==> config.mk <==
export PLATFORM = sky130hd
export DESIGN_NAME = freed_block_reuse_cache_core
export DESIGN_NICKNAME = d
export VERILOG_FILES = /design/src/rtl/fbrc_pkg.sv /design/src/rtl/fbrc_table.sv /design/src/rtl/fbrc_cmp.sv /design/src/rtl/freed_block_reuse_cache_core.sv
export SDC_FILE = /design/constraint.sdc
export NUM_CORES = 1
export LEC_CHECK = 0
export ABC_AREA = 1
export BUFFER_PORTS_ARGS = -buffer_cell sky130_fd_sc_hd__buf_2
export CAP_MARGIN = 20
export CORE_MARGIN = 8
export CORE_UTILIZATION = 25
export CTS_CLUSTER_SIZE = 40
export DETAILED_ROUTE_END_ITERATION = 8
export GPL_TIMING_DRIVEN = 0
export PLACE_DENSITY = 0.38
export RECOVER_POWER = 50
export SLEW_MARGIN = 25
export SYNTH_ARGS = -nofsm -noshare
export SYNTH_HDL_FRONTEND = slang
export SYNTH_HIERARCHICAL = 1
export SYNTH_SLANG_ARGS = --single-unit
==> constraint.sdc <==
create_clock -name clock -period 13.65 [get_ports clock]
set_input_delay 2.0475 -clock clock [delete_from_list [all_inputs] [get_ports clock]]
set_output_delay 2.0475 -clock clock [all_outputs]
set_load 0.1 [all_outputs]
==> src/rtl/fbrc_pkg.sv <==
// Shared types, codes and defaults for the freed-block reuse cache.
package fbrc_pkg;

   localparam int unsigned DefEntries   = 16;
   localparam int unsigned DefAddrWidth = 32;
   localparam int unsigned SizeW        = 32;
   localparam int unsigned DataW        = 32;
   localparam int unsigned StatusW      = 3;

   localparam logic OpAlloc = 1'b0;
   localparam logic OpFree  = 1'b1;

   localparam logic [StatusW-1:0] ST_HIT             = 3'd0;
   localparam logic [StatusW-1:0] ST_MISS            = 3'd1;
   localparam logic [StatusW-1:0] ST_ZERO            = 3'd2;
   localparam logic [StatusW-1:0] ST_STORED          = 3'd3;
   localparam logic [StatusW-1:0] ST_FULL_OR_IGNORED = 3'd4;

   typedef struct packed {
      logic             operation;
      logic [SizeW-1:0] block_size;
      logic [DataW-1:0] block_address;
   } req_type;

   typedef struct packed {
      logic [StatusW-1:0] status;
      logic [DataW-1:0]   granted_address;
   } rsp_type;

   // table write / clear strobes from the sequencer
   typedef struct packed {
      logic wr_en;
      logic clr_en;
   } tbl_ctl_type;

endpackage

==> src/rtl/fbrc_table.sv <==
// Entry table: valid flops plus size and address memories with registered read.
module fbrc_table import fbrc_pkg::*; #(
   parameter int unsigned ENTRIES = DefEntries,
   parameter int unsigned STORE_W = DefAddrWidth,
   parameter int unsigned IDX_W   = $clog2(DefEntries)
) (
   input  logic               clock,
   input  logic               reset,
   input  tbl_ctl_type        ctl,
   input  logic [IDX_W-1:0]   wr_idx,
   input  logic [SizeW-1:0]   wr_size,
   input  logic [STORE_W-1:0] wr_addr,
   input  logic [IDX_W-1:0]   clr_idx,
   input  logic [IDX_W-1:0]   rd_idx,
   output logic [SizeW-1:0]   rd_size,
   output logic [STORE_W-1:0] rd_addr,
   output logic [ENTRIES-1:0] valid_vec
);

   logic [SizeW-1:0]   size_mem [ENTRIES];
   logic [STORE_W-1:0] addr_mem [ENTRIES];
   logic [SizeW-1:0]   rd_size_ff;
   logic [STORE_W-1:0] rd_addr_ff;
   logic [ENTRIES-1:0] valid_ff;
   logic [ENTRIES-1:0] valid_in;

   always_comb begin
      valid_in = valid_ff;
      if (ctl.clr_en) begin
         valid_in[clr_idx] = 1'b0;
      end
      if (ctl.wr_en) begin
         valid_in[wr_idx] = 1'b1;
      end
   end

   always_ff @(posedge clock) begin
      if (reset) begin
         valid_ff <= '0;
      end else begin
         valid_ff <= valid_in;
      end
   end

   always_ff @(posedge clock) begin
      if (ctl.wr_en) begin
         size_mem[wr_idx] <= wr_size;
         addr_mem[wr_idx] <= wr_addr;
      end
      rd_size_ff <= size_mem[rd_idx];
      rd_addr_ff <= addr_mem[rd_idx];
   end

   assign rd_size   = rd_size_ff;
   assign rd_addr   = rd_addr_ff;
   assign valid_vec = valid_ff;

endmodule

==> src/rtl/fbrc_cmp.sv <==
// Shared size comparator: one subtractor serves both exact and first-fit tests.
module fbrc_cmp import fbrc_pkg::*; (
   input  logic             ent_valid,
   input  logic             exact,
   input  logic [SizeW-1:0] ent_size,
   input  logic [SizeW-1:0] want_size,
   output logic             match
);

   logic [SizeW:0] diff;

   always_comb begin
      diff = {1'b0, ent_size} - {1'b0, want_size};
      if (exact) begin
         match = ent_valid & (diff[SizeW-1:0] == '0) & ~diff[SizeW];
      end else begin
         match = ent_valid & ~diff[SizeW];
      end
   end

endmodule

==> src/rtl/freed_block_reuse_cache_core.sv <==
// Top level: sequencer for the freed-block reuse cache.
//
// Requests arrive on req_ (valid/stall); each transfer is an allocate or a
// free. One result per request leaves on rsp_ (valid/stall) from an output
// register, so a stalled result does not block the next request.
// req_stall is high while a request is being worked on; one request at a
// time is handled, and the next one is taken the cycle after a result
// enters the output register. Allocate: the table is read one entry per
// cycle through a single memory read port and checked by one shared
// comparator, first for an exact size from the start index up, then for a
// first fit from entry 0. Free: valid bits are walked circularly from the
// start index, one per cycle. Zero-size allocates and null or zero-size
// frees go straight to the result without a walk. Reset empties the table
// and clears the start index; no clearing pass. If rsp_stall holds a
// result, the next finished result waits inside until the output register
// frees up.
module freed_block_reuse_cache_core import fbrc_pkg::*; #(
   parameter int unsigned ENTRIES    = DefEntries,
   parameter int unsigned ADDR_WIDTH = DefAddrWidth
) (
   input  logic    clock,
   input  logic    reset,
   input  logic    req_valid,
   output logic    req_stall,
   input  req_type req_data,
   output logic    rsp_valid,
   input  logic    rsp_stall,
   output rsp_type rsp_data
);

   localparam int unsigned IdxW   = $clog2(ENTRIES);
   localparam int unsigned StoreW = (ADDR_WIDTH < DataW) ? ADDR_WIDTH : DataW;
   localparam logic [IdxW-1:0] LastIdx = IdxW'(ENTRIES - 1);

   typedef enum logic [3:0] {
      S_IDLE = 4'b0001,
      S_SCAN = 4'b0010,
      S_FREE = 4'b0100,
      S_DONE = 4'b1000
   } state_type;

   state_type         state_ff, state_in;
   logic              exact_ff, exact_in;
   logic              issue_ff, issue_in;
   logic              cmp_valid_ff, cmp_valid_in;
   logic [IdxW-1:0]   rd_idx_ff, rd_idx_in;
   logic [IdxW-1:0]   cmp_idx_ff, cmp_idx_in;
   logic [IdxW-1:0]   start_ff, start_in;
   logic [IdxW-1:0]   count_ff, count_in;
   logic [SizeW-1:0]  size_ff, size_in;
   logic [StoreW-1:0] addr_ff, addr_in;
   rsp_type           res_ff, res_in;
   logic              rsp_valid_ff, rsp_valid_in;
   rsp_type           rsp_data_ff, rsp_data_in;

   tbl_ctl_type        ctl;
   logic [SizeW-1:0]   rd_size;
   logic [StoreW-1:0]  rd_addr;
   logic [ENTRIES-1:0] valid_vec;
   logic               match;
   logic               out_free;

   fbrc_table #(
      .ENTRIES (ENTRIES),
      .STORE_W (StoreW),
      .IDX_W   (IdxW)
   ) u_table (
      .clock     (clock),
      .reset     (reset),
      .ctl       (ctl),
      .wr_idx    (rd_idx_ff),
      .wr_size   (size_ff),
      .wr_addr   (addr_ff),
      .clr_idx   (cmp_idx_ff),
      .rd_idx    (rd_idx_ff),
      .rd_size   (rd_size),
      .rd_addr   (rd_addr),
      .valid_vec (valid_vec)
   );

   fbrc_cmp u_cmp (
      .ent_valid (valid_vec[cmp_idx_ff]),
      .exact     (exact_ff),
      .ent_size  (rd_size),
      .want_size (size_ff),
      .match     (match)
   );

   assign out_free = ~rsp_valid_ff | ~rsp_stall;

   always_comb begin
      state_in     = state_ff;
      exact_in     = exact_ff;
      issue_in     = issue_ff;
      cmp_valid_in = cmp_valid_ff;
      rd_idx_in    = rd_idx_ff;
      cmp_idx_in   = cmp_idx_ff;
      start_in     = start_ff;
      count_in     = count_ff;
      size_in      = size_ff;
      addr_in      = addr_ff;
      res_in       = res_ff;
      rsp_valid_in = rsp_valid_ff & rsp_stall;
      rsp_data_in  = rsp_data_ff;
      ctl          = '0;

      case (state_ff)
         S_IDLE: begin
            if (req_valid) begin
               size_in      = req_data.block_size;
               addr_in      = req_data.block_address[StoreW-1:0];
               rd_idx_in    = start_ff;
               count_in     = '0;
               issue_in     = 1'b1;
               cmp_valid_in = 1'b0;
               exact_in     = 1'b1;
               if (req_data.operation == OpAlloc) begin
                  if (req_data.block_size == '0) begin
                     res_in   = '{status: ST_ZERO, granted_address: '0};
                     state_in = S_DONE;
                  end else begin
                     state_in = S_SCAN;
                  end
               end else begin
                  if (req_data.block_address[StoreW-1:0] == '0 ||
                      req_data.block_size == '0) begin
                     res_in   = '{status: ST_FULL_OR_IGNORED, granted_address: '0};
                     state_in = S_DONE;
                  end else begin
                     state_in = S_FREE;
                  end
               end
            end
         end
         S_SCAN: begin
            // read issue runs ahead of the compare by the table's read register
            cmp_valid_in = issue_ff;
            cmp_idx_in   = rd_idx_ff;
            if (issue_ff) begin
               if (rd_idx_ff == LastIdx) begin
                  issue_in = 1'b0;
               end else begin
                  rd_idx_in = rd_idx_ff + 1'b1;
               end
            end
            if (cmp_valid_ff && match) begin
               ctl.clr_en = 1'b1;
               start_in   = cmp_idx_ff;
               res_in     = '{status: ST_HIT, granted_address: DataW'(rd_addr)};
               state_in   = S_DONE;
            end else if (cmp_valid_ff && cmp_idx_ff == LastIdx) begin
               start_in = '0;
               if (exact_ff) begin
                  // exact pass failed: first-fit pass from entry 0
                  exact_in     = 1'b0;
                  rd_idx_in    = '0;
                  issue_in     = 1'b1;
                  cmp_valid_in = 1'b0;
               end else begin
                  res_in   = '{status: ST_MISS, granted_address: '0};
                  state_in = S_DONE;
               end
            end
         end
         S_FREE: begin
            if (!valid_vec[rd_idx_ff]) begin
               ctl.wr_en = 1'b1;
               res_in    = '{status: ST_STORED, granted_address: '0};
               state_in  = S_DONE;
            end else if (count_ff == LastIdx) begin
               res_in   = '{status: ST_FULL_OR_IGNORED, granted_address: '0};
               state_in = S_DONE;
            end else begin
               rd_idx_in = (rd_idx_ff == LastIdx) ? '0 : rd_idx_ff + 1'b1;
               count_in  = count_ff + 1'b1;
            end
         end
         S_DONE: begin
            if (out_free) begin
               rsp_valid_in = 1'b1;
               rsp_data_in  = res_ff;
               state_in     = S_IDLE;
            end
         end
         default: begin
            state_in = S_IDLE;
         end
      endcase
   end

   always_ff @(posedge clock) begin
      if (reset) begin
         state_ff     <= S_IDLE;
         start_ff     <= '0;
         issue_ff     <= 1'b0;
         cmp_valid_ff <= 1'b0;
         rsp_valid_ff <= 1'b0;
      end else begin
         state_ff     <= state_in;
         start_ff     <= start_in;
         issue_ff     <= issue_in;
         cmp_valid_ff <= cmp_valid_in;
         rsp_valid_ff <= rsp_valid_in;
      end
   end

   always_ff @(posedge clock) begin
      exact_ff    <= exact_in;
      rd_idx_ff   <= rd_idx_in;
      cmp_idx_ff  <= cmp_idx_in;
      count_ff    <= count_in;
      size_ff     <= size_in;
      addr_ff     <= addr_in;
      res_ff      <= res_in;
      rsp_data_ff <= rsp_data_in;
   end

   assign req_stall = (state_ff != S_IDLE);
   assign rsp_valid = rsp_valid_ff;
   assign rsp_data  = rsp_data_ff;

endmodule
==> impl_metrics.ini <==
[clocking]
post_cts_buffers = 0
cts_tree = built
path_clk_slew_ps = 60
clock_latency_ps = 790
cts-buffers-inserted = 145
clockBufferDepth = 3
cts_resized = 0
cts_root_buffer = clkbuf_16
hold_buffers = 0
htreeDepth = 4
clkSinkCount = 1262

[drt]
drtIter0Drc = 2801
drtAntennaViolNets = 0
wirelength_mm = 189.3
wl_per_cell_um = 21.84
drc = 0
firstDrtPassIters = 6
routed_via_density = 4.279
num_vias = 37080

[die]
coreArea_sq_um = 219100
die_width_um = 484.6
start_util_pct = 25.06
ioPinCount = 106
num_rows = 172
die_area_sq_um = 234900
die_y_um = 484.6

[timing]
fin_tns_setup_ps = 0
tightest_slew_ps = 1410
timing.fmax_mhz = 182.9
min_period_ps = 5469
skew_ps = 31.42
finalSetupViolCount = 0
timing.final.crit_share_pct = 40.06
rsz0062_at_grt = false
hold_viol_final = 0
slew_viol_final = 0
maxSlewHeadroom_pct = 5.974

[critical_path]
crit_fanout = 21
cp.arrival_ps = 5940
crit_required_ps = 14120
cp_cell_sequence = inv_1 > ha_1 > nand2_2 > inv_2 > nand2_1 > and2_1 > o21ai_0 > nor2_1 > nand2_1 > nand2_1 > nand2_1 > nand2_1 > nor2_2 > nand3_2 > a21oi_2 > nand2_1 > inv_1 > nor2_1 > o21ai_2 > o211a_4 > nand2_4 > a21oi_4 > buf_16
crit_top_cell = nand2_1
cp_slowest_cell = edfxtp_1
cp-start-kind = flip-flop
worstSetupPathType = reg -> reg
critPathCaptureType = flip-flop
slowest_delay_ps = 980

[global_routing]
grtUsageMet1_pct = 21.00
use_met2_pct = 27.04
top_usage_layer = met2
grt_pass1_vias = 36130
grt_use_met3_pct = 2.029
grt_pass1_wl_mm = 269.4
grt_util_all_layers_pct = 15.77
globalRouteOverflowTotal = 0
antenna_found_initial = 5
grt_max_degree = 48

[synth]
synth.cell_area_sq_um = 54900
synth-edff-count = 1171
syn-mean-instance-area_sq_um = 10.17
syn_nets = 5501
ys_warn_count = 6
synth-main-ff-cell = edfxtp_1
ys_seq_elements = 1262
ys_seq_area_share_pct = 67.36
synthArstFlopShare_pct = 0
postSynthCellCount = 5397
yosysUniqueCellTypes = 42

[pwr]
leakage_nw = 26.84
irDropWorstVdd_mv = 0.1692
p_per_area_nw_per_um2 = 215.4

[layout]
fin_util_pct = 29.30
fin_cells = 8667
layout_common_cells = 1701 x nand2_1, 1171 x edfxtp_1, 992 x inv_1
final_nets = 5776
layout_commonest_cell = nand2_1
drive_gt1_share_pct = 9.458
nFillCells = 22890
syn2layout_area_growth_pct = 16.91

[placed_design]
dpl.hpwl_mm = 125.2
placed_cells = 8396
io_buffers = 104
place_congestion = 0.7752

[min_path]
hp-class = reg -> reg

[run]
maxCapViolCount = 0

[run_status]
outcome = finished clean
[worst max-delay path: cells and delay by family (launching register included)]
kind | cells | cell delay, ps
compound gates | 5 | 1320
buf+inv | 4 | 660
fa+ha+maj | 1 | 470
flops | 1 | 980
simple gates | 13 | 1670
[synth_stat cells, drive strengths merged (2+ instances only)]
| library cell | count | area share [%] |
|---|---|---|
| xor2 | 4 | 0.064 |
| o21ai | 32 | 0.30 |
| o21bai | 2 | 0.027 |
| o22ai | 5 | 0.057 |
| nor3 | 9 | 0.091 |
| inv | 1030 | 7.0 |
| nand2 | 1718 | 12 |
| clkbuf | 27 | 0.18 |
| nor2 | 146 | 1.1 |
| xnor2 | 2 | 0.032 |
| nand3b | 2 | 0.027 |
| nand3 | 841 | 7.8 |
| edfxtp | 1171 | 64 |
| o221ai | 2 | 0.032 |
| buf | 197 | 2.3 |
| nand4 | 17 | 0.19 |
| and2 | 4 | 0.046 |
| dfxtp | 91 | 3.3 |
| ha | 35 | 0.80 |
| o211ai | 8 | 0.11 |
| a21oi | 47 | 0.45 |
[logic make-up (layout without fill, tap and decap cells)]
| kind of cell | Yosys count | after routing | share of synthesized area (%) |
|---|---|---|---|
| flops | 1262 | 1262 | 67.36 |
| xor+xnor | 6 | 6 | 0.09571 |
| buf+inv | 1255 | 1652 | 9.544 |
| mux | 1 | 1 | 0.02051 |
| fa+ha+maj | 35 | 35 | 0.7976 |
| simple gates | 2740 | 2740 | 21.13 |
| compound gates | 98 | 98 | 1.044 |
| other cells | 0 | 2 | 0 |
[per-stage QoR]
step | power [mW] | cell area [sq um] | hold WS (ps) | worst slack, ps
after floorplan | 7.868 | 54900 | 400.3 | 8377
after global placement | 10.19 | 59020 | 406.6 | 5434
after detailed placement | 10.22 | 59770 | 405.6 | 8013
after CTS | 14.11 | 64410 | 409.9 | 7971
after global routing | 14.61 | 64190 | 421.7 | 7766
final | 13.82 | 64190 | 415.2 | 8181
[worst paths after layout]
check                         from                     end  slack [ps]  depth (start not counted)
max          size_ff[25]$_DFFE_PP_    res_ff[22]$_DFFE_PP_        8180                         23
min reg2reg   res_ff[28]$_DFFE_PP_  rsp_data[28]$_DFFE_PP_         420                          0
max reg2reg  size_ff[25]$_DFFE_PP_    res_ff[22]$_DFFE_PP_        8180                         23
min           res_ff[28]$_DFFE_PP_  rsp_data[28]$_DFFE_PP_         420                          0
[layer usage]
layer	share of wire, %	routed length, um	vias to the layer above
met5	0	0	-
met3	4.1	7785	208
met4	2.4	4568	0
met2	48	91450	812
li1	-	-	17930
met1	45	85490	18130
[area by class of cell]
type	count	area, sq um	share of cell area (%)
flip-flops and latches	1262	36990	57.62
multi-input cells	2880	12670	19.74
clock buffers	221	4209	6.557
inverters	1031	3953	6.158
well taps	2871	3592	5.596
plain buffers	224	1375	2.142
repair buffers	128	969.7	1.511
clock inverters	48	427.9	0.6666
diodes	2	5.005	0.007797
[power by group]
group	total (mW)	internal (mW)	switching (mW)
combinational	4.85	1.28	3.57
clock	3.82	2.21	1.61
sequential	5.15	4.72	0.429
[sequential cells by signal, summed over array words and instances, names as in the netlist]
name / count
rsp_valid: 1
state_ff: 4
size_ff: 32
cmp_idx_ff: 4
exact_ff: 1
cmp_valid_ff: 1
addr_ff: 32
u_table/size_mem: 512
issue_ff: 1
start_ff: 4
count_ff: 4
res_ff: 35
rd_idx_ff: 4
u_table/valid_vec: 16
rsp_data: 35
u_table/addr_mem: 512
u_table/rd_size: 32
u_table/rd_addr: 32
Note: power is estimated with default switching activity, not from simulation.
